$ cat config.mk
export PLATFORM = sky130hd
export DESIGN_NAME = pst_csr
export DESIGN_NICKNAME = d
export VERILOG_FILES = /design/src/design/pst_pkg.sv /design/src/design/pst_csr.sv
export SDC_FILE = /design/constraint.sdc
export NUM_CORES = 1
export LEC_CHECK = 0
export BUFFER_PORTS_ARGS = -buffer_cell sky130_fd_sc_hd__buf_2
export CORE_UTILIZATION = 29
export CTS_CLUSTER_DIAMETER = 150
export DETAILED_ROUTE_END_ITERATION = 16
export PLACE_DENSITY = 0.86
export SLEW_MARGIN = 30
export SYNTH_ARGS = -nofsm -noshare
export SYNTH_HDL_FRONTEND = slang
export SYNTH_SLANG_ARGS = --single-unit
$ cat constraint.sdc
create_clock -name clock -period 0.9 [get_ports clock]
set_input_delay 0.225 -clock clock [delete_from_list [all_inputs] [get_ports clock]]
set_output_delay 0.225 -clock clock [all_outputs]
set_load 0.03 [all_outputs]
$ cat src/design/pst_pkg.sv
// shared constants, types and controller/datapath command structs
// for the polyline stroke tessellator; no dependencies
`default_nettype none

package pst_pkg;

   localparam int COORD_BITS = 16;
   localparam int FRAC_BITS  = 4;

   // unit normal is unsigned q1.15
   localparam int UNIT_BITS    = 15;
   localparam int SQ_BITS      = 2 * UNIT_BITS;
   localparam int S_BITS       = SQ_BITS + 1;
   localparam int ROOT_SHIFT   = 2 * (UNIT_BITS + 1);
   localparam int ROOT_BITS    = S_BITS + ROOT_SHIFT + 1;
   localparam int V_BITS       = UNIT_BITS + 2;
   localparam int BIT_IDX_BITS = $clog2(V_BITS);
   localparam int M_BITS       = UNIT_BITS + 1;

   localparam int THICK_BITS   = 8;
   localparam int THICK_Q_BITS = THICK_BITS + FRAC_BITS;
   localparam int PROD_BITS    = M_BITS + THICK_Q_BITS;
   localparam int OFF_MAG_BITS = PROD_BITS + 1 - (UNIT_BITS + 1);
   localparam int OFF_BITS     = OFF_MAG_BITS + 1;
   localparam int SUM_BITS     = ((COORD_BITS > OFF_BITS) ? COORD_BITS : OFF_BITS) + 1;

   localparam int VTX_COUNT    = 6;
   localparam int VTX_IDX_BITS = $clog2(VTX_COUNT);
   // per vertex: base is first point, offset is added
   localparam logic [VTX_COUNT-1:0] VTX_FROM_P = 6'b001101;
   localparam logic [VTX_COUNT-1:0] VTX_ADD    = 6'b011001;

   localparam int CSR_ADDR_BITS = 3;
   localparam int CSR_DATA_BITS = 32;

   typedef logic signed [COORD_BITS-1:0] coord_type;

   typedef struct packed {
      logic                     load_item;
      logic                     load_first;
      logic                     start_close;
      logic                     calc_delta;
      logic                     norm_shift;
      logic                     clear_offset;
      logic                     sq_a;
      logic                     sq_b;
      logic                     sq_c;
      logic                     root_init;
      logic                     root_step;
      logic [BIT_IDX_BITS-1:0]  root_bit;
      logic                     comp_sel;
      logic                     scale;
      logic [VTX_IDX_BITS-1:0]  vtx_sel;
   } dp_cmd_type;

   typedef struct packed {
      logic big;
      logic zero_len;
   } dp_stat_type;

endpackage

`default_nettype wire

$ cat src/design/pst_csr.sv
// apb register file: line thickness and closed loop mode
// depends on pst_pkg
`default_nettype none

module pst_csr import pst_pkg::*; (
   input  wire logic                     clock,
   input  wire logic                     reset,
   input  wire logic                     psel,
   input  wire logic                     penable,
   input  wire logic                     pwrite,
   input  wire logic [CSR_ADDR_BITS-1:0] paddr,
   input  wire logic [CSR_DATA_BITS-1:0] pwdata,
   output logic      [CSR_DATA_BITS-1:0] prdata,
   output logic                          pready,
   output logic      [THICK_BITS-1:0]    thickness,
   output logic                          closed_loop
);

   typedef enum logic {
      REG_THICKNESS = 1'b0,
      REG_CLOSED    = 1'b1
   } reg_idx_type;

   logic [THICK_BITS-1:0] thick_ff, thick_in;
   logic                  closed_ff, closed_in;
   reg_idx_type           idx;
   logic                  wr_en;

   assign idx   = reg_idx_type'(paddr[2]);
   assign wr_en = psel && penable && pwrite;
   assign pready = 1'b1;

   always_comb begin
      thick_in  = thick_ff;
      closed_in = closed_ff;
      prdata    = '0;
      unique case (idx)
         REG_THICKNESS: begin
            prdata = CSR_DATA_BITS'(thick_ff);
            if (wr_en) thick_in = pwdata[THICK_BITS-1:0];
         end
         REG_CLOSED: begin
            prdata = CSR_DATA_BITS'(closed_ff);
            if (wr_en) closed_in = pwdata[0];
         end
         default: prdata = '0;
      endcase
   end

   always_ff @(posedge clock) begin
      if (reset) begin
         thick_ff  <= THICK_BITS'(1);
         closed_ff <= 1'b0;
      end else begin
         thick_ff  <= thick_in;
         closed_ff <= closed_in;
      end
   end

   assign thickness   = thick_ff;
   assign closed_loop = closed_ff;

endmodule

`default_nettype wire

# Word-level counts from Yosys, hierarchy flattened
# Cells that the tools add are included.
[classes]
n_mux = 1
n_bitwise = 1
n_reduce_logical = 4
[op_table]
columns = ["op", "n"]
rows = [
  ["$pmux 32 s2", 1],
  ["$reduce_and 2->1", 2],
  ["$logic_and 1x1->1", 2],
  ["$not 1->1", 1],
]
[totals]
reg_bits = 9
inputBits = 40
word_cells = 8

# Logic depth before layout (Yosys ltp)
[logic_depth]
depth_word = 3
ltp_mapped = 4
mapped_depth_nobuf = 2

# Least setup slack after synthesis
# OpenSTA, ideal clock, no wires.
[synth_path]
kind = "reg2out"
startpoint = "reg closed_ff, in the netlist closed_loop"
endpoint = "out prdata[0]"
arrival_ns = 0.814
required_time_ns = 0.675
path_slack_ns = -0.139
path_stages_with_launch = 2
n_path_buf = 0
cell_sequence = "dfxtp_1 -> mux2_2"
[synth_between]
elab_chain_len = 1
[synth_rtl]
columns = ["element", "line_no", "source"]
rows = [
  ["start: declaration", "pst_csr.sv:25", "logic closed_ff, closed_in;"],
  ["start signal: assignment", "pst_csr.sv:56", "closed_ff <= closed_in;"],
  ["$pmux 32 s2", "pst_csr.sv:37", "unique case (idx)"],
  ["end: declaration", "pst_csr.sv:13", "output logic [CSR_DATA_BITS-1:0] prdata,"],
]
# No other way between the ends. The select of a mux whose other input is x is not followed.

# Worst setup path in the final report
[layout_path]
startpoint = "reg thick_ff[0], in the netlist thickness[0]"
endpoint = "out prdata[0]"
[layout_between]
elab_chain_len = 1
[layout_rtl]
columns = ["element", "line_no", "source"]
rows = [
  ["start: declaration", "pst_csr.sv:24", "logic [THICK_BITS-1:0] thick_ff, thick_in;"],
  ["start signal: assignment", "pst_csr.sv:55", "thick_ff <= thick_in;"],
  ["$pmux 32 s2", "pst_csr.sv:37", ""],
]
# No other way between the ends. The select of a mux whose other input is x is not followed.

==> results.md <==
Synthesis:
- The cell area that synthesis handed to floorplanning was 688 um^2.
- The portion of synthesized area spent on multiplexers is 0.147.
- The mean post-synth cell area is 9.05 um^2.
- The leading register cell type out of synthesis is dfxtp_1.
- Of the total synthesized cell area, the portion taken by AND, OR, NAND and NOR gates is 0.269.
- Counting instances in the post-synthesis netlist gives the leading cell types as buf_4, nand2b_1, dfxtp_1, mux2i_1, and2b_2.
- The fraction of post-synthesis cell area in the top cell type by area is 0.273.
- The adder-cell area share of the yosys netlist is 0.
- The compound-cell area share of the yosys netlist came to 0.
- Yosys mapped a number of flops with a built-in enable equal to 0.
- The most common cell in the synthesized netlist is buf_4.
- The post-synthesis register bit count is 9.
- Sorting the synthesized cells by area gives the leading types as buf_4, dfxtp_1, nand2b_1.
- The share of the Yosys chip area taken by registers is 0.262.
- The synthesized instance count is 76.
- After synthesis, the largest family of logic cells by area is buffers and inverters.
- Of the total synthesized cell area, the portion taken by XOR and XNOR cells is 0.
- The fraction of synthesis flops using an asynchronous set or reset pin is 0.
- The number of unique standard cell types used by synthesis is 12.
- The number of synthesis warnings is 0.
- The top cell type by total area after synthesis is buf_4.

STA:
- Derived from the worst setup path, the maximum achievable clock frequency is 841 MHz.
- The count of pins over their slew limit is 0.
- Dividing the final minimum period by the clock period gives 1.32.
- After routing, the total negative slack on setup checks comes to -2.99 ns.
- The final hold violation count is 0.
- The routed design could run at a clock period as short as between 1 and 1.5 ns.
- Between clock sinks in the finished design, the worst skew comes to 0 ns.
- After layout, the worst setup slack is -0.289 ns.
- Setup repair after global routing could not meet its margin everywhere.
- Setup violations remaining at the end of the flow were counted as 17.

Worst setup path:
- For the worst setup path, the data required time is 0.67 ns.
- The largest stage delay on the critical path is between 0.3 and 0.4 ns.
- The buffers plus inverters on the worst setup path is 1.
- The startpoint class of the critical path is a flop.
- The signal on the critical path passes through mux2_4 > buf_6.
- The setup path with the least slack is of type flop to output port.
- The kind of end point of the critical path is an output port.
- The setup check on the worst reg-to-reg path leaves a slack of 0.06 ns.
- The startpoint identified for the worst register-to-register timing path is thickness[0]$_SDFFE_PP1P_.
- The reg-to-reg critical path endpoint is thickness[0]$_SDFFE_PP1P_.
- The library cell contributing the largest single delay on the critical path is dfxtp_2.
- The kind of cell with the highest combined delay along the critical path is flip-flops.
- The critical-path maximum fanout is 2.
- The worst reg2reg path depth is 4.
- The arrival time at the worst endpoint is approximately 0.96 ns.

Placement:
- Routability-driven placement finished with a final weighted congestion of around 0.58.
- The placement-stage cell area is roughly 840 um^2.
- The detailed placer's ending HPWL is about 900 um.
- The count of buffers inserted at the top-level ports is 30.

Clocking:
- For this design, the CTS-stage hold fixing added 0 buffers.
- The number of clock buffers inserted by TritonCTS is 3.
- No sink is reached through more buffers than the 2 on the longest clock path.
- In this run the clock root is driven by a clkbuf_4.
- The clock tree from TritonCTS is done.
- CTS built an H-tree with a depth of 1.
- The number of sinks on the clock net is 9.
- After clock tree synthesis, the clock-pin slew on the worst setup and hold paths is 0.06 ns.
- The later pin in the worst-skew pair is clocked with a latency of roughly 0.25 ns.

Finish:
- For this run, the post-layout net count is between 150 and 200.
- The post-layout utilization of the core is 0.470.
- The number of inserted filler cells in the final layout is 232.
- The finished cells cover around 1000 um^2.
- The fraction of final layout cells with drive strength greater than 1 is 0.538.
- The final antenna diode count is 0.
- The area growth from synthesis to layout is 52.5%.

Die:
- The horizontal die dimension is roughly 51 um.
- The floorplan step defined a die boundary enclosing around 2600 um^2.
- The region available for standard cell placement spans 2230 um^2.
- Pin placement for this block handled 82 I/O pins.
- For this configuration, the core starts out at a cell density of 0.308.
- The die height is 50.7 um.
- In this run the core area contains 17 standard-cell rows.

Power:
- IR analysis of the VDD net gives a maximum drop of approximately 0.0007 V.
- The power density over the cells is 999 nW/um^2.
- In this run the static leakage power is between 0.5 and 0.6 nW.

Drt:
- The total via count in the routed design is roughly 560.
- After detailed routing, the average wire length per cell comes to around 8.9 um.
- The remaining number of nets flagged by the antenna check after routing is 0.
- The number of detailed-routing iterations run before antenna repair is 1.
- Wires add up to ~1300 um.
- The first routing iteration left 0 violations.
- The post-detailed-route via-to-cell ratio is 3.84.
- The number of design rule violations left after detail routing is 0.

Global route:
- The pin count of the biggest net entering global routing is 19.
- The initial antenna violation count is 0.
- The number of global-route vias before repair is approximately 450.
- After global routing the overflow that remains totals 0.
- The combined global-route utilization of all metal layers is 0.106.
- The global-route wire length before repair is around 2000 um.

Hold path:
- The worst hold-check path type is input pin to flop.
- Counting instances, the worst hold path has a depth of 3.
- The worst-case hold path end point is thickness[2]$_SDFFE_PP0P_.
- The origin of the worst min-delay path is pwdata[2].

Run status:
- The final reports fail on negative setup slack.
- The run finished, with violations left.

Run:
- Across the run, the number of max-cap violations was 0.
-- registers in the layout (all words and copies together) (netlist names) --
signal / count
thickness: 8
closed_loop: 1
-- through the flow --
stage | hold WS, ns | setup slack (ns) | cells | power [mW]
floorplan | 0.372 | -0.0950 | 99 | 0.738
global placement | 0.460 | -0.221 | 136 | 0.719
detailed placement | 0.470 | -0.221 | 136 | 0.721
CTS | 0.213 | -0.299 | 142 | 1.06
global route | 0.227 | -0.329 | 147 | 1.12
finish | 0.224 | -0.289 | 147 | 1.05
-- kinds of logic (layout without fill, tap and decap cells) --
family / Yosys count / count (layout)
buffers and inverters: 28 / 48
flip-flops: 9 / 9
multiplexers: 10 / 10
other: 2 / 25
AND/OR/NAND/NOR: 27 / 27
-- worst max-delay path by stage --
stage | cells past startpoint | end | start
6_report | 2 | prdata[0] | thickness[0]$_SDFFE_PP1P_
5_1_grt | 2 | prdata[0] | thickness[0]$_SDFFE_PP1P_
4_1_cts | 2 | prdata[0] | thickness[0]$_SDFFE_PP1P_
3_5_place_dp | 4 | prdata[6] | paddr[2]
3_3_place_gp | 4 | prdata[3] | paddr[2]
2_1_floorplan | 1 | prdata[0] | thickness[0]$_SDFFE_PP1P_
-- routing by layer --
metal  track usage  vias to the layer above  share of wire  wire (um)
met2         0.191                       37           0.55        725
met1         0.117                      251           0.38        501
met5             0                        -              0          0
met4             0                        0              0          0
met3        0.0545                        0          0.062         81
li1              -                      276              -          -
-- layout make-up --
class,instances,area [um^2],area share
Sequential cell,9,191,0.182
Multi-Input combinational cell,62,384,0.366
Tap cell,28,35.0,0.0334
Clock buffer,4,26.3,0.0250
Timing Repair Buffer,44,413,0.393
-- power breakdown --
| group | internal (mW) | leakage [nW] | total [mW] | switching (mW) |
|---|---|---|---|---|
| Clock | 0.170 | 0.0150 | 0.299 | 0.129 |
| Combinational | 0.113 | 0.440 | 0.335 | 0.222 |
| Sequential | 0.409 | 0.0763 | 0.415 | 0.00597 |
-- placed cells by master, fill, tap and decap left out, drive strengths merged --
master | netlist | routed
mux2i | 9 | 9
nand2b | 16 | 16
dfxtp | 9 | 9
and4b | 1 | 1
and2b | 7 | 7
buf | 27 | 44
conb | 2 | 25
nand4 | 1 | 1
nor2 | 2 | 2
clkbuf | 1 | 4
mux2 | 1 | 1
-- tightest hold or removal path: stages --
cell and delay, ns:
buf_2 0.10, nand2b_1 0.06, mux2i_1 0.06
-- what timing repair did --
item,CTS,global route
cloned,0,0
gates resized for setup,40,3
endpoints found under the setup margin,17,18
setup buffers,2,5
endpoints found under the hold margin,0,0
No activity file was read; power rests on OpenSTA's default activity.
