`config.mk`:
```
export PLATFORM = sky130hd
export DESIGN_NAME = pst_ctrl
export DESIGN_NICKNAME = d
export VERILOG_FILES = /design/src/design/pst_pkg.sv /design/src/design/pst_ctrl.sv
export SDC_FILE = /design/constraint.sdc
export NUM_CORES = 1
export LEC_CHECK = 0
export ABC_AREA = 1
export ABC_CLOCK_PERIOD_IN_PS = 3800
export BUFFER_PORTS_ARGS = -buffer_cell sky130_fd_sc_hd__buf_2
export CORE_ASPECT_RATIO = 0.5
export CORE_UTILIZATION = 25
export DETAILED_ROUTE_END_ITERATION = 8
export SLEW_MARGIN = 40
export SYNTH_ARGS = -nofsm -noshare
export SYNTH_HDL_FRONTEND = slang
export SYNTH_SLANG_ARGS = --single-unit
```
`constraint.sdc`:
```
create_clock -name clock -period 3.8 [get_ports clock]
set_clock_uncertainty 0.1 [all_clocks]
set_input_delay 0.19 -clock clock [delete_from_list [all_inputs] [get_ports clock]]
set_output_delay 0.19 -clock clock [all_outputs]
set_load 0.1 [all_outputs]
```
`src/design/pst_pkg.sv`:
```
// shared constants, types and controller/datapath command structs
// for the polyline stroke tessellator; no dependencies
`default_nettype none

package pst_pkg;

   localparam int COORD_BITS = 16;
   localparam int FRAC_BITS  = 4;

   // unit normal is unsigned q1.15
   localparam int UNIT_BITS    = 15;
   localparam int SQ_BITS      = 2 * UNIT_BITS;
   localparam int S_BITS       = SQ_BITS + 1;
   localparam int ROOT_SHIFT   = 2 * (UNIT_BITS + 1);
   localparam int ROOT_BITS    = S_BITS + ROOT_SHIFT + 1;
   localparam int V_BITS       = UNIT_BITS + 2;
   localparam int BIT_IDX_BITS = $clog2(V_BITS);
   localparam int M_BITS       = UNIT_BITS + 1;

   localparam int THICK_BITS   = 8;
   localparam int THICK_Q_BITS = THICK_BITS + FRAC_BITS;
   localparam int PROD_BITS    = M_BITS + THICK_Q_BITS;
   localparam int OFF_MAG_BITS = PROD_BITS + 1 - (UNIT_BITS + 1);
   localparam int OFF_BITS     = OFF_MAG_BITS + 1;
   localparam int SUM_BITS     = ((COORD_BITS > OFF_BITS) ? COORD_BITS : OFF_BITS) + 1;

   localparam int VTX_COUNT    = 6;
   localparam int VTX_IDX_BITS = $clog2(VTX_COUNT);
   // per vertex: base is first point, offset is added
   localparam logic [VTX_COUNT-1:0] VTX_FROM_P = 6'b001101;
   localparam logic [VTX_COUNT-1:0] VTX_ADD    = 6'b011001;

   localparam int CSR_ADDR_BITS = 3;
   localparam int CSR_DATA_BITS = 32;

   typedef logic signed [COORD_BITS-1:0] coord_type;

   typedef struct packed {
      logic                     load_item;
      logic                     load_first;
      logic                     start_close;
      logic                     calc_delta;
      logic                     norm_shift;
      logic                     clear_offset;
      logic                     sq_a;
      logic                     sq_b;
      logic                     sq_c;
      logic                     root_init;
      logic                     root_step;
      logic [BIT_IDX_BITS-1:0]  root_bit;
      logic                     comp_sel;
      logic                     scale;
      logic [VTX_IDX_BITS-1:0]  vtx_sel;
   } dp_cmd_type;

   typedef struct packed {
      logic big;
      logic zero_len;
   } dp_stat_type;

endpackage

`default_nettype wire

```
`src/design/pst_ctrl.sv`:
```
// sequencer: point bookkeeping, normalization steps and vertex beats
// depends on pst_pkg; drives pst_dpath through dp_cmd_type
`default_nettype none

module pst_ctrl import pst_pkg::*; (
   input  wire logic        clock,
   input  wire logic        reset,
   input  wire logic        req_valid,
   input  wire logic        req_end,
   output logic             req_ready,
   output logic             rsp_valid,
   input  wire logic        rsp_ready,
   output logic             rsp_last,
   input  wire logic        closed_loop,
   output dp_cmd_type       cmd,
   input  wire dp_stat_type stat
);

   typedef enum logic [9:0] {
      ST_IDLE  = 10'b0000000001,
      ST_DELTA = 10'b0000000010,
      ST_NORM  = 10'b0000000100,
      ST_SQA   = 10'b0000001000,
      ST_SQB   = 10'b0000010000,
      ST_SQC   = 10'b0000100000,
      ST_RINIT = 10'b0001000000,
      ST_ROOT  = 10'b0010000000,
      ST_SCALE = 10'b0100000000,
      ST_EMIT  = 10'b1000000000
   } state_type;

   localparam logic [VTX_IDX_BITS-1:0] VTX_LAST = VTX_IDX_BITS'(VTX_COUNT - 1);

   state_type               state_ff, state_in;
   logic [1:0]              seen_ff, seen_in;
   logic                    close_ff, close_in;
   logic [BIT_IDX_BITS-1:0] bit_ff, bit_in;
   logic                    comp_ff, comp_in;
   logic [VTX_IDX_BITS-1:0] vtx_ff, vtx_in;

   always_comb begin
      state_in = state_ff;
      seen_in  = seen_ff;
      close_in = close_ff;
      bit_in   = bit_ff;
      comp_in  = comp_ff;
      vtx_in   = vtx_ff;
      cmd          = '0;
      cmd.root_bit = bit_ff;
      cmd.comp_sel = comp_ff;
      cmd.vtx_sel  = vtx_ff;
      req_ready = 1'b0;
      rsp_valid = 1'b0;
      unique case (state_ff)
         ST_IDLE: begin
            req_ready = 1'b1;
            if (req_valid) begin
               cmd.load_item  = 1'b1;
               cmd.load_first = (seen_ff == 2'd0);
               close_in = req_end && closed_loop && (seen_ff != 2'd0);
               if (req_end) seen_in = 2'd0;
               else if (seen_ff != 2'd2) seen_in = seen_ff + 2'd1;
               if (seen_ff != 2'd0) state_in = ST_DELTA;
            end
         end
         ST_DELTA: begin
            cmd.calc_delta = 1'b1;
            state_in = ST_NORM;
         end
         ST_NORM: begin
            if (stat.big) begin
               cmd.norm_shift = 1'b1;
            end else if (stat.zero_len) begin
               // degenerate segment, no offset
               cmd.clear_offset = 1'b1;
               vtx_in   = '0;
               state_in = ST_EMIT;
            end else begin
               state_in = ST_SQA;
            end
         end
         ST_SQA: begin
            cmd.sq_a = 1'b1;
            state_in = ST_SQB;
         end
         ST_SQB: begin
            cmd.sq_b = 1'b1;
            state_in = ST_SQC;
         end
         ST_SQC: begin
            cmd.sq_c = 1'b1;
            comp_in  = 1'b0;
            state_in = ST_RINIT;
         end
         ST_RINIT: begin
            cmd.root_init = 1'b1;
            bit_in   = BIT_IDX_BITS'(V_BITS - 1);
            state_in = ST_ROOT;
         end
         ST_ROOT: begin
            cmd.root_step = 1'b1;
            if (bit_ff == '0) state_in = ST_SCALE;
            else bit_in = bit_ff - 1'b1;
         end
         ST_SCALE: begin
            cmd.scale = 1'b1;
            if (!comp_ff) begin
               comp_in  = 1'b1;
               state_in = ST_RINIT;
            end else begin
               vtx_in   = '0;
               state_in = ST_EMIT;
            end
         end
         ST_EMIT: begin
            rsp_valid = 1'b1;
            if (rsp_ready) begin
               if (vtx_ff == VTX_LAST) begin
                  if (close_ff) begin
                     // closing segment: last point back to first
                     cmd.start_close = 1'b1;
                     close_in = 1'b0;
                     state_in = ST_DELTA;
                  end else begin
                     state_in = ST_IDLE;
                  end
               end else begin
                  vtx_in = vtx_ff + 1'b1;
               end
            end
         end
         default: state_in = ST_IDLE;
      endcase
   end

   assign rsp_last = (vtx_ff == VTX_LAST) && !close_ff;

   always_ff @(posedge clock) begin
      if (reset) begin
         state_ff <= ST_IDLE;
         seen_ff  <= 2'd0;
         close_ff <= 1'b0;
         bit_ff   <= '0;
         comp_ff  <= 1'b0;
         vtx_ff   <= '0;
      end else begin
         state_ff <= state_in;
         seen_ff  <= seen_in;
         close_ff <= close_in;
         bit_ff   <= bit_in;
         comp_ff  <= comp_in;
         vtx_ff   <= vtx_in;
      end
   end

endmodule

`default_nettype wire

```
# After elaboration in Yosys (flattened, before gate mapping)
# Index checks and enable logic that the tools add are counted.
# op_classes
addsub,3
reduce_logical,17
n_eq_ne,22
n_mux,44
# ops
op,count
$pmux W10 S10,1
$mux W10,8
$ne A2 B2 Y1 const B,11
$mux W1,19
$mux W3,5
$mux W2,6
$reduce_and A6 Y1,2
$eq A10 B1 Y1 const B,1
$eq A10 B10 Y1 const B,1
$eq A10 B2 Y1 const B,1
$eq A10 B3 Y1 const B,1
$eq A10 B4 Y1 const B,1
$eq A10 B5 Y1 const B,1
$eq A10 B6 Y1 const B,1
$eq A10 B7 Y1 const B,1
$eq A10 B8 Y1 const B,1
$eq A10 B9 Y1 const B,1
$pmux W5 S2,1
$reduce_bool A2 Y1,5
$pmux W3 S3,1
$logic_not A5 Y1,1
$mux W5,1
$sub A5 B1 Y5 const B,1
$pmux W1 S2,2
other kinds (10),12
# totals
regBits,22
in_bits,8

# Logic depth before layout (Yosys ltp)
# depth
depth_word,4
depth_mapped,11
mapped_depth_nobuf,11

# Worst setup path after synthesis
# No wires, ideal clock.
# synth_path
path_type,register to output
start,register vtx_ff[0]
end,output port cmd[18] (netlist bit)
arrival_ns,3.581
path_slack_ns,-0.071
path_stages_with_launch,6
n_path_buf,0
path_cell_list,dfxtp_1 ha_1 nand2_1 inv_1 nand2_1 nor3_1
# synth_rtl
element,line_no,text
from (decl),pst_ctrl.sv:39,"logic [VTX_IDX_BITS-1:0] vtx_ff, vtx_in;"
from (signal assigned),pst_ctrl.sv:152,vtx_ff <= vtx_in;
to (decl),pst_ctrl.sv:15,"output dp_cmd_type cmd,"

==> summary.md <==
| Metric | Value |
|---|---|
| Share of cells above drive strength 1 | roughly 26% |
| Final TNS setup | 0 ns |
| Dpl hpwl | ~3000 um |
| Remaining DRCs | 0 |
| CTS buffer count | 3 |
| Setup-failing EPs final | 0 |
| Post-synth EDFFs | 0 |
| Status | finished, final reports clean |
| CP required | approximately 3.5 ns |
| CTS tree | built |
| Max incr delay on CP | about 0.44 ns |
| CP Launch Type | flip-flop |
| Post-synthesis cell count | roughly 220 |
| CP arrival | 1.77 ns |
| IO buf count | 31 |
| Ports | 32 |
| Worst hold start | reset |
| F_max | 487 MHz |
| Routability-driven placement congestion ratio | 0.816 |
| Worst path top cell family by delay | simple AND/OR/NAND/NOR gates |
| Routed len/inst | 11.5 um |
| Avg Inst Size Synth | between 6 and 7 um2 |
| Initial antenna violation count | 0 |
| GRT overflow | 0 |
| Post_cts resized | 0 |
| Fraction of registers with async set/reset | 0% |
| Die width | between 100 and 150 um |
| Synth area leaders | dfxtp_1, inv_1, nand2_1 |
| FF-to-FF Start | vtx_ff[0]$_SDFFE_PP0P_ |
| Placed cells | ~320 |
| Maxcap violations | 0 |
| Initial core utilization | 26.5% |
| RSZ-0062 raised after global routing | false |
| First DRT Iteration DRCs | 80 |
| Critical path, cell by cell | nor2_2, nand2_4, nor2_1, nand2_1, inv_1, buf_2 |
| Worst Path Buf+Inv | 2 |
| Synthesized Nets | around 240 |
| Crit end category | output port |
| Headroom to the max-slew limit | between 60 and 70% |
| Vias in the first global route | about 1,400 |
| Post-Synthesis Cell Area | ~1500 um2 |
| Post-synthesis sequential area ratio | between 20% and 30% |
| Hold bufs inserted after CTS | 0 |
| Most numerous cell in the Yosys netlist | inv_1 |
| Clock Tree Root | clkbuf_16 |
| Synth Warn # | 0 |
| Pre-antenna DRT Iters | 4 |
| Yosys reg bits | 22 |
| Area Growth Syn to Fin | 21.5% |
| Worst hold-check path type | primary input to flip-flop |
| Clk slew on worst S/H paths | 0.06 ns |
| Synth top area share | 29.6% |
| CTS H-tree depth | 1 |
| Worst-margin pin slew | 0.491 ns |
| Worst Path Class, Setup | flip-flop to output port |
| ANT nets after route | 0 |
| Max Buffers Root-to-Sink | 2 |
| Core Footprint | between 5000 and 6000 um2 |
| Period utilization | about 54% |
| Setup crit start | state_ff[2]$_SDFFE_PP0P_ |
| Top cells by count, synth | inv_1, nand2_1, nor2_1 |
| Mean number of vias per cell | about 4.5 |
| Final nets | 269 |
| Worst VDD drop | ~0.28 mV |
| Yosys cell types | 26 |
| Slowest cell on crit path | buf_2 |
| Largest net degree at the start of global routing | 14 |
| # rows | 19 |
| Die Y | 56.6 um |
| Max Slew Vio Count | 0 |
| # Post-CTS Setup Buffers | 0 |
| Die area | about 6300 um2 |
| Final wirelength | around 3800 um |
| Clk_lat worst skew | 0.26 ns |
| Hold slack | about 0.14 ns |
| Dominant synthesized flop cell | dfxtp_1 |
| Fin cells | around 330 |
| Post-synth top area cell | dfxtp_1 |
| LEAKAGE | ~1.0 nW |
| TritonCTS Sinks | 22 |
| Total GRT Usage | around an eighth |
| Via count | approximately 1,500 |
| Max Fanout on Critical Path | 5 |
| Global-route wire length before repair | roughly 6300 um |
| Final hold violation count | 0 |
| Fin crit period | 2.06 ns |
| P per Cell Area | about 700 nW/um2 |
| Ant diodes | 0 |
## where the power goes
group          total, mW  internal [mW]  switching [mW]
clock              0.296          0.209          0.0863
sequential         0.294          0.264          0.0304
combinational      0.673          0.164           0.510
## registers in the layout (all words and copies together), names as in the netlist
signal / flops
vtx_ff: 3
close_ff: 1
bit_ff: 5
seen_ff: 2
state_ff: 10
comp_ff: 1
## metrics by stage
stage	util, %	power [mW]	instance area [um2]	setup slack (ns)
3_5_place_dp	30.4	0.970	1700	2.07
5_1_grt	32.2	1.34	1810	1.59
3_3_place_gp	30.4	0.960	1700	2.07
2_1_floorplan	-	0.852	1490	0.779
4_1_cts	32.2	1.27	1810	1.76
6_report	32.2	1.26	1810	1.74
## metal layers
layer	up-vias	track usage (%)	part of all wire, %
met3	4	2.27	2.0
met1	689	15.5	47
met2	21	22.8	50
met5	-	0	0
li1	756	-	-
met4	0	2.90	0.88
## kinds of logic (layout without fill, tap and decap cells)
| logic type | count (synthesis) | in the layout | synth area share, % |
|---|---|---|---|
| flops | 22 | 22 | 29.6 |
| buf+inv | 49 | 80 | 13.8 |
| simple gates | 125 | 125 | 43.6 |
| xor+xnor | 1 | 1 | 0.588 |
| fa+ha+maj | 5 | 5 | 4.20 |
| compound gates | 22 | 22 | 8.24 |
## path summary, 6_finish.rpt
path	end	slack (ns)	depth (start not counted)
max	cmd[10]	1.74	6
min	comp_ff$_SDFFE_PP0P_	0.14	2
min reg2reg	comp_ff$_SDFFE_PP0P_	0.38	2
max reg2reg	state_ff[0]$_SDFFE_PP1P_	2.05	10
## cell usage in the layout (no fill, tap or decap), drive strengths merged
cell | netlist | final
nor2 | 48 | 48
inv | 45 | 45
nand2 | 42 | 42
buf | 3 | 31
dfxtp | 22 | 22
nand3 | 21 | 21
o21ai | 12 | 12
a21oi | 8 | 8
nor3 | 7 | 7
ha | 5 | 5
nand3b | 3 | 3
clkbuf | 1 | 3
a211oi | 2 | 2
and3 | 2 | 2
and2 | 1 | 1
nand4 | 1 | 1
xnor2 | 1 | 1
bufinv | 0 | 1
## worst reg2reg max path, stage by stage, from the launching register on
cell     delay [ns]
dfxtp_1        0.41
ha_1           0.17
nand2_1        0.08
inv_1          0.09
nand2_1        0.08
nand3_1        0.14
o21ai_2        0.12
nor2_4         0.26
nor2_2         0.05
nor2_1         0.08
nand2_1        0.06
## final cells by class
type	count	area (um2)
Fill cell	626	3800
Inverter	45	169
Multi-Input combinational cell	153	848
Sequential cell	22	440
Tap cell	73	91.3
Clock buffer	3	75.1
Clock inverter	1	30.0
Timing Repair Buffer	31	155
Note: power is estimated with default switching activity, not from simulation.
