[src/design/pst_pkg.sv]
// shared constants, types and controller/datapath command structs
// for the polyline stroke tessellator; no dependencies
`default_nettype none

package pst_pkg;

   localparam int COORD_BITS = 16;
   localparam int FRAC_BITS  = 4;

   // unit normal is unsigned q1.15
   localparam int UNIT_BITS    = 15;
   localparam int SQ_BITS      = 2 * UNIT_BITS;
   localparam int S_BITS       = SQ_BITS + 1;
   localparam int ROOT_SHIFT   = 2 * (UNIT_BITS + 1);
   localparam int ROOT_BITS    = S_BITS + ROOT_SHIFT + 1;
   localparam int V_BITS       = UNIT_BITS + 2;
   localparam int BIT_IDX_BITS = $clog2(V_BITS);
   localparam int M_BITS       = UNIT_BITS + 1;

   localparam int THICK_BITS   = 8;
   localparam int THICK_Q_BITS = THICK_BITS + FRAC_BITS;
   localparam int PROD_BITS    = M_BITS + THICK_Q_BITS;
   localparam int OFF_MAG_BITS = PROD_BITS + 1 - (UNIT_BITS + 1);
   localparam int OFF_BITS     = OFF_MAG_BITS + 1;
   localparam int SUM_BITS     = ((COORD_BITS > OFF_BITS) ? COORD_BITS : OFF_BITS) + 1;

   localparam int VTX_COUNT    = 6;
   localparam int VTX_IDX_BITS = $clog2(VTX_COUNT);
   // per vertex: base is first point, offset is added
   localparam logic [VTX_COUNT-1:0] VTX_FROM_P = 6'b001101;
   localparam logic [VTX_COUNT-1:0] VTX_ADD    = 6'b011001;

   localparam int CSR_ADDR_BITS = 3;
   localparam int CSR_DATA_BITS = 32;

   typedef logic signed [COORD_BITS-1:0] coord_type;

   typedef struct packed {
      logic                     load_item;
      logic                     load_first;
      logic                     start_close;
      logic                     calc_delta;
      logic                     norm_shift;
      logic                     clear_offset;
      logic                     sq_a;
      logic                     sq_b;
      logic                     sq_c;
      logic                     root_init;
      logic                     root_step;
      logic [BIT_IDX_BITS-1:0]  root_bit;
      logic                     comp_sel;
      logic                     scale;
      logic [VTX_IDX_BITS-1:0]  vtx_sel;
   } dp_cmd_type;

   typedef struct packed {
      logic big;
      logic zero_len;
   } dp_stat_type;

endpackage

`default_nettype wire

[src/design/pst_dpath.sv]
// datapath: point registers, delta, bit-serial unit normal search,
// offset scaling and saturated vertex output; depends on pst_pkg
`default_nettype none

module pst_dpath import pst_pkg::*; (
   input  wire logic                  clock,
   input  wire dp_cmd_type            cmd,
   output dp_stat_type                stat,
   input  wire coord_type             in_x,
   input  wire coord_type             in_y,
   input  wire logic [THICK_BITS-1:0] thickness,
   output coord_type                  vertex_x,
   output coord_type                  vertex_y
);

   typedef logic signed [OFF_BITS-1:0] off_type;
   typedef logic signed [SUM_BITS-1:0] sum_type;

   coord_type prev_x_ff, prev_x_in, prev_y_ff, prev_y_in;
   coord_type first_x_ff, first_x_in, first_y_ff, first_y_in;
   coord_type p_x_ff, p_x_in, p_y_ff, p_y_in;
   coord_type q_x_ff, q_x_in, q_y_ff, q_y_in;
   logic [COORD_BITS-1:0] ax_ff, ax_in, ay_ff, ay_in;
   logic                  ox_neg_ff, ox_neg_in, oy_neg_ff, oy_neg_in;
   logic [SQ_BITS-1:0]    axsq_ff, axsq_in, aysq_ff, aysq_in;
   logic [S_BITS-1:0]     s_ff, s_in;
   logic [ROOT_BITS-1:0]  rem_ff, rem_in, t1_ff, t1_in, t2_ff, t2_in;
   logic [V_BITS-1:0]     v_ff, v_in;
   off_type               ox_ff, ox_in, oy_ff, oy_in;

   logic signed [COORD_BITS:0] dx, dy;
   logic [ROOT_BITS:0]         trial;
   logic                       fits;
   logic [V_BITS:0]            v_inc;
   logic [M_BITS-1:0]          m;
   logic [PROD_BITS-1:0]       prod;
   logic [PROD_BITS:0]         rounded;
   logic [OFF_MAG_BITS-1:0]    mag;
   off_type                    off_signed;
   logic                       off_neg;

   assign dx = (COORD_BITS+1)'(q_x_ff) - (COORD_BITS+1)'(p_x_ff);
   assign dy = (COORD_BITS+1)'(q_y_ff) - (COORD_BITS+1)'(p_y_ff);

   // one restoring step of the largest v with v*v*s <= a*a*2^32
   assign trial = {1'b0, t1_ff} + {1'b0, t2_ff};
   assign fits  = {1'b0, rem_ff} >= trial;

   // unit magnitude is ceil(v/2), then scaled by thickness and rounded
   assign v_inc      = {1'b0, v_ff} + (V_BITS+1)'(1);
   assign m          = v_inc[M_BITS:1];
   assign prod       = PROD_BITS'(m) * PROD_BITS'({thickness, {FRAC_BITS{1'b0}}});
   assign rounded    = {1'b0, prod} + ((PROD_BITS+1)'(1) << UNIT_BITS);
   assign mag        = rounded[PROD_BITS:UNIT_BITS+1];
   assign off_neg    = cmd.comp_sel ? oy_neg_ff : ox_neg_ff;
   assign off_signed = off_neg ? -off_type'({1'b0, mag}) : off_type'({1'b0, mag});

   assign stat.big      = (|ax_ff[COORD_BITS-1:UNIT_BITS]) || (|ay_ff[COORD_BITS-1:UNIT_BITS]);
   assign stat.zero_len = (ax_ff == '0) && (ay_ff == '0);

   always_comb begin
      prev_x_in = prev_x_ff;  prev_y_in = prev_y_ff;
      first_x_in = first_x_ff; first_y_in = first_y_ff;
      p_x_in = p_x_ff; p_y_in = p_y_ff;
      q_x_in = q_x_ff; q_y_in = q_y_ff;
      ax_in = ax_ff; ay_in = ay_ff;
      ox_neg_in = ox_neg_ff; oy_neg_in = oy_neg_ff;
      axsq_in = axsq_ff; aysq_in = aysq_ff; s_in = s_ff;
      rem_in = rem_ff; t1_in = t1_ff; t2_in = t2_ff; v_in = v_ff;
      ox_in = ox_ff; oy_in = oy_ff;
      if (cmd.load_item) begin
         p_x_in = prev_x_ff;
         p_y_in = prev_y_ff;
         q_x_in = in_x;
         q_y_in = in_y;
         prev_x_in = in_x;
         prev_y_in = in_y;
         if (cmd.load_first) begin
            first_x_in = in_x;
            first_y_in = in_y;
         end
      end
      if (cmd.start_close) begin
         p_x_in = q_x_ff;
         p_y_in = q_y_ff;
         q_x_in = first_x_ff;
         q_y_in = first_y_ff;
      end
      if (cmd.calc_delta) begin
         ax_in = dx[COORD_BITS] ? COORD_BITS'(-dx) : COORD_BITS'(dx);
         ay_in = dy[COORD_BITS] ? COORD_BITS'(-dy) : COORD_BITS'(dy);
         ox_neg_in = !dy[COORD_BITS] && (dy != '0);
         oy_neg_in = dx[COORD_BITS];
      end
      if (cmd.norm_shift) begin
         ax_in = ax_ff >> 1;
         ay_in = ay_ff >> 1;
      end
      if (cmd.sq_a) axsq_in = SQ_BITS'(ax_ff[UNIT_BITS-1:0]) * SQ_BITS'(ax_ff[UNIT_BITS-1:0]);
      if (cmd.sq_b) aysq_in = SQ_BITS'(ay_ff[UNIT_BITS-1:0]) * SQ_BITS'(ay_ff[UNIT_BITS-1:0]);
      if (cmd.sq_c) s_in = {1'b0, axsq_ff} + {1'b0, aysq_ff};
      if (cmd.clear_offset) begin
         ox_in = '0;
         oy_in = '0;
      end
      if (cmd.root_init) begin
         // x component uses |dy|, y component uses |dx|
         rem_in = ROOT_BITS'(cmd.comp_sel ? axsq_ff : aysq_ff) << ROOT_SHIFT;
         t1_in  = '0;
         t2_in  = ROOT_BITS'(s_ff) << ROOT_SHIFT;
         v_in   = '0;
      end
      if (cmd.root_step) begin
         t2_in = t2_ff >> 2;
         if (fits) begin
            rem_in = rem_ff - trial[ROOT_BITS-1:0];
            t1_in  = (t1_ff >> 1) + t2_ff;
            v_in[cmd.root_bit] = 1'b1;
         end else begin
            t1_in = t1_ff >> 1;
         end
      end
      if (cmd.scale) begin
         if (cmd.comp_sel) oy_in = off_signed;
         else ox_in = off_signed;
      end
   end

   always_ff @(posedge clock) begin
      prev_x_ff <= prev_x_in;  prev_y_ff <= prev_y_in;
      first_x_ff <= first_x_in; first_y_ff <= first_y_in;
      p_x_ff <= p_x_in; p_y_ff <= p_y_in;
      q_x_ff <= q_x_in; q_y_ff <= q_y_in;
      ax_ff <= ax_in; ay_ff <= ay_in;
      ox_neg_ff <= ox_neg_in; oy_neg_ff <= oy_neg_in;
      axsq_ff <= axsq_in; aysq_ff <= aysq_in; s_ff <= s_in;
      rem_ff <= rem_in; t1_ff <= t1_in; t2_ff <= t2_in; v_ff <= v_in;
      ox_ff <= ox_in; oy_ff <= oy_in;
   end

   function automatic coord_type saturate(input sum_type v);
      logic ovf;
      ovf = (v[SUM_BITS-1:COORD_BITS-1] != '0) && (v[SUM_BITS-1:COORD_BITS-1] != '1);
      if (!ovf) return v[COORD_BITS-1:0];
      else if (v[SUM_BITS-1]) return {1'b1, {(COORD_BITS-1){1'b0}}};
      else return {1'b0, {(COORD_BITS-1){1'b1}}};
   endfunction

   logic    use_p, add_off;
   sum_type sum_x, sum_y;

   assign use_p   = VTX_FROM_P[cmd.vtx_sel];
   assign add_off = VTX_ADD[cmd.vtx_sel];
   assign sum_x = sum_type'(use_p ? p_x_ff : q_x_ff)
                + (add_off ? sum_type'(ox_ff) : -sum_type'(ox_ff));
   assign sum_y = sum_type'(use_p ? p_y_ff : q_y_ff)
                + (add_off ? sum_type'(oy_ff) : -sum_type'(oy_ff));

   assign vertex_x = saturate(sum_x);
   assign vertex_y = saturate(sum_y);

endmodule

`default_nettype wire

[config.mk]
export PLATFORM = sky130hd
export DESIGN_NAME = pst_dpath
export DESIGN_NICKNAME = d
export VERILOG_FILES = /design/src/design/pst_pkg.sv /design/src/design/pst_dpath.sv
export SDC_FILE = /design/constraint.sdc
export NUM_CORES = 2
export LEC_CHECK = 0
export BUFFER_PORTS_ARGS = -buffer_cell sky130_fd_sc_hd__buf_4
export CELL_PAD_IN_SITES_DETAIL_PLACEMENT = 0
export CELL_PAD_IN_SITES_GLOBAL_PLACEMENT = 1
export CORE_MARGIN = 3
export CORE_UTILIZATION = 56
export DETAILED_ROUTE_END_ITERATION = 10
export PLACE_DENSITY_LB_ADDON = 0.1
export SKIP_CTS_REPAIR_TIMING = 1
export SLEW_MARGIN = 0
export SYNTH_ARGS = -nofsm -noshare
export SYNTH_HDL_FRONTEND = slang
export SYNTH_SLANG_ARGS = --single-unit
[constraint.sdc]
create_clock -name clock -period 11.1 [get_ports clock]
set_clock_uncertainty 0.1 [all_clocks]
set_input_delay 2.22 -clock clock [delete_from_list [all_inputs] [get_ports clock]]
set_output_delay 2.22 -clock clock [all_outputs]
set_load 0.05 [all_outputs]
# [After elaboration in Yosys (flattened, before gate mapping)]
# Memory sizes are Yosys's and may differ from the RTL's.
# Cells that the tools add are included.
[classes] addsub=15 order_cmp=4 n_reduce_logical=16 multipliers=3 mux=46 n_bitwise=1 eq_ne=2
[ops] operator="$mux W64" n=6
[ops] operator="$mux W16" n=14
[ops] operator="$mux W17" n=7
[ops] operator="$mux W14" n=7
[ops] operator="$add A64 B63 Y65" n=1
[ops] operator="$ge A64 B65 Y1" n=1
[ops] operator="$add A63 B63 Y64" n=1
[ops] operator="$sub A64 B64 Y64" n=1
[ops] operator="$mux W62" n=1
[ops] operator="$mux W61" n=1
[ops] operator="$mul A15 B15 Y30" n=2
[ops] operator="$mux W15" n=4
[ops] operator="$add A17 B17 Y17" n=2
[ops] operator="$neg A14 Y17" n=2
[ops] operator="$sub A16 B16 Y17" n=2
[ops] operator="$logic_not A16 Y1" n=2
[ops] operator="$neg A16 Y16" n=2
[ops] operator="$add A30 B30 Y31" n=1
[ops] operator="$mux W30" n=1
[ops] operator="$add A28 B16 Y29 const B" n=1
[ops] operator="$mul A16 B8 Y24" n=1
[ops] operator="$add A17 B1 Y17 const B" n=1
[ops] operator="$or A17 B17 Y17" n=1
[ops] operator="$reduce_bool A17 Y1" n=1
[ops] operator="12 further kinds" n=24
[word_totals] reg_bits=489 out_inout_bits=34 in_bits=62 n_memories=2 elab_cells=114 mem_bits_ro=16
[mem_list] name="(name not given)" words=8 word_bits=1 rd=1 rd_ports_with_merged_regs=0 write_ports=0 line="pst_dpath.sv:153" source="assign add_off = VTX_ADD[cmd.vtx_sel];"
[mem_list] name="(name not given)" words=8 word_bits=1 rd=1 rd_ports_with_merged_regs=0 write_ports=0 line="pst_dpath.sv:152" source="assign use_p = VTX_FROM_P[cmd.vtx_sel];"

# [Logic depth before layout (Yosys ltp)]
[depth] depth_word=7 depth_mapped=32 ltp_nobuf=30

# [Worst setup path after synthesis]
# OpenSTA, ideal clock, no wires.
[synth_path] path_type="input port to output port" start="in cmd[1] (netlist name)" end="out vertex_y[11]" setup_slack_ps=1193 cell_stages=18 n_path_buf=1 arrival_ps=7587 t_required_ps=8780 cell_sequence="inv_1 -> ha_1 -> nor2_1 -> clkbuf_1 -> mux2_2 -> fa_1 -> a21o_1 -> a21o_1 -> a21o_1 -> a21o_1 -> a21oi_1 -> o21ai_0 -> o41ai_1 -> o2111ai_1 -> a21oi_1 -> xor2_1 -> nor2b_1 -> o31ai_1"
[synth_between] elab_chain_len=7
[synth_lines] element="start, declared" line="pst_dpath.sv:7" source="input wire dp_cmd_type cmd,"
[synth_lines] element="$mem_v2 Z8 W1 (on tied branches)"
[synth_lines] element="$mux W1 (on tied branches)" line="pst_dpath.sv:152, pst_dpath.sv:153"
[synth_lines] element="$mux W17 (on tied branches)" line="pst_dpath.sv:156, pst_dpath.sv:157"
[synth_lines] element="$add A17 B17 Y17 *" line="pst_dpath.sv:157" source="+ (add_off ? sum_type'(oy_ff) : -sum_type'(oy_ff));"
[synth_lines] element="$ne A2 B2 Y1 / $reduce_bool A2 Y1 (equally long branches)" line="pst_dpath.sv:143" source="ovf = (v[SUM_BITS-1:COORD_BITS-1] != '0) && (v[SUM_BITS-1:COORD_BITS-1] != '1);"
[synth_lines] element="$logic_and A1 B1 Y1" line="pst_dpath.sv:143"
[synth_lines] element="$mux W16 *" line="pst_dpath.sv:144" source="if (!ovf) return v[COORD_BITS-1:0];"
[synth_lines] element="end, declared" line="pst_dpath.sv:13" source="output coord_type vertex_y"
# Every way passes the cells marked *; elsewhere a longest branch is shown, timed or not. The select of a mux whose other input is x is not followed.

# [Worst setup path in the final report]
[layout_path] start="in cmd[0] (netlist name)" end="out vertex_y[11]"
# The elaborated chain is that of the path after synthesis.

==> impl_metrics.tcl <==
set metrics [dict create \
    status "completed" \
    hp-class "register to register" \
    layout-drive-gt1-share 0.0771 \
    ys_warn_count 0 \
    max_cap_violations 0 \
    drc 0 \
    synth.ff_latch_count 487 \
    cp_data_arrival_time_ns 7.37 \
    tns_ns 0 \
    route.vias.total 38100 \
    grt_first_pass_wirelength_mm 200 \
    hold_violations 0 \
    numPortBuffers 95 \
    slew_viol_final 0 \
    layout.nets 6267 \
    hpwlAfterDp_mm 96.4 \
    top_layer "met4" \
    rows 110 \
    synthesis.area_mm2 0.0511 \
    wl_met1_mm 56.8 \
    reg2reg_depth 26 \
    die-area_mm2 0.0950 \
    insertion_delay_ns 0.64 \
    relSlewSlack 0.245 \
    synth_common_cells "inv_1 (548), ha_1 (511), edfxtp_1 (375)" \
    finalCritPeriodShare 0.873 \
    synth_seq_area_share 0.264 \
    worst_slew_pin_slew_ns 1.12 \
    avgRoutedWirePerCell_um 18.7 \
    wl_mm 123 \
    yosysTopAreaCell "edfxtp_1" \
    cp_data_required_time_ns 8.78 \
    crit_path_end_kind "output pin" \
    chipWidth_um 308 \
    path_class "input port to output pin" \
    timing.fmax_ghz 0.103 \
    cts-root-buf "clkbuf_16" \
    ys_types 96 \
    core_area_mm2 0.0903 \
    synth_nets 6281 \
    min_path_cells 2 \
    multiInputGateArea_mm2 0.0348 \
    viasPerCell 5.82 \
    clockBufferDepth 3 \
    clock_sinks 487 \
    met2_length_mm 57.7 \
    antenna_found_initial 3 \
    fillers 8015 \
    drt_first_pass_iters 7 \
    synth_edf_count 375 \
    grt_pass1_vias 38000 \
    regArea_mm2 0.0135 \
    synthArstFlopShare 0 \
    area_growth_pct 6.89 \
    ys.flop_type "edfxtp_1" \
    ys_top_cells_by_area "edfxtp_1 (22%), fa_1 (14%), ha_1 (13%)" \
    drt_iter0_markers 2516 \
    io_pins 96 \
    grt_overflow 0 \
    worstSetupStartpointType "input port" \
    htreeDepth 2 \
    setup_viol_count_final 0 \
    synth_top_area_share 0.220 \
    final_cells 6558 \
    synth_cells 5344 \
    synth.avg_cell_area_um2 9.57 \
    place_congestion 0.941 \
    ant_nets 0 \
    clk_pin_slew_ns 0.06 \
    period_needed_ns 9.69 \
    route.met3.wl_mm 5.84 \
    yosysMostFrequentCell "inv_1" \
    finish.utilization 0.605 \
    cts_tree "done" \
    critPathMaxFanout 30 \
    cts_made_buffers 58 \
    grt_max_degree 86 \
    dieHeight_um 308 \
    grt_usage 0.259 \
    placed_cells 6446 \
    grt_setup_unrepaired "no" \
    start_util 0.566 \
]
## worst max-delay path, cell delays in order
cell and delay, ns:
buf_4 0.12, ha_1 0.20, nor2_2 0.25, buf_4 0.44
mux2_2 0.40, ha_1 0.34, a21o_1 0.19, a21o_1 0.18
a21o_1 0.20, a21oi_1 0.19, o21ai_0 0.16, o41ai_1 0.68
o2111ai_1 0.25, a21oi_1 0.22, xor2_1 0.22, nor2b_1 0.75
o31ai_1 0.15, buf_4 0.22
## per-stage QoR
| stage | cell area (µm²) | setup slack [ns] | hold WS (ns) |
|---|---|---|---|
| 2_1_floorplan | 51100 | 1.19 | 0.352 |
| 3_3_place_gp | 52700 | 1.69 | 0.368 |
| 3_5_place_dp | 52700 | 1.53 | 0.375 |
| 4_1_cts | 54700 | 1.49 | 0.391 |
| 5_1_grt | 54700 | 0.979 | 0.423 |
| 6_report | 54700 | 1.41 | 0.386 |
## flip-flops by register name (all words and copies together) (netlist names), 17 cells and up
register / count
axsq_ff: 29
aysq_ff: 29
rem_ff: 64
s_ff: 31
t1_ff: 64
t2_ff: 63
v_ff: 17
## cells by family after synthesis
kind of cell,after synthesis,synth area share
AO/OA/AOI/OAI,1190,0.148
buffers and inverters,734,0.0557
XOR/XNOR,409,0.0705
adder cells (fa/ha/maj),875,0.268
AND/OR/NAND/NOR,1406,0.143
flip-flops,487,0.264
multiplexers,243,0.0512
## placed cells by master, fill, tap and decap left out, types with 112 or more instances in the layout
cell type,count
inv_1,547
ha_1,511
edfxtp_1,375
fa_1,364
a21oi_1,346
nand2_1,307
nor2_1,291
xnor2_1,269
o21ai_0,256
and2_1,190
a21o_1,187
mux2_2,147
xor2_1,137
nor2b_1,129
dfxtp_1,112
buf_4,112
## worst paths after layout
kind | from | slack [ns] | to
worst min-delay path | rem_ff[0] | 0.39 | rem_ff[0]
worst max-delay path | cmd[0] | 1.41 | vertex_y[11]
worst min register to register | rem_ff[0] | 0.39 | rem_ff[0]
worst max register to register | t1_ff[20] | 2.61 | t1_ff[3]
## cell type report
type	instances	area share
tap	1176	0.0269
clock inverter	28	0.00515
inverter	548	0.0376
clock buffer	82	0.0308
sequential	487	0.247
antenna	2	0.0000916
timing repair buffer	112	0.0154
multi-input combinational	4123	0.637
## per-layer routing
layer,up-vias,global-route usage
met5,-,0
met4,0,0.0576
met3,159,0.0316
met2,775,0.427
met1,18500,0.368
li1,18700,-
Power is not shown: default switching activity piles up to over one toggle a cycle in this logic, so the estimate is an artifact.
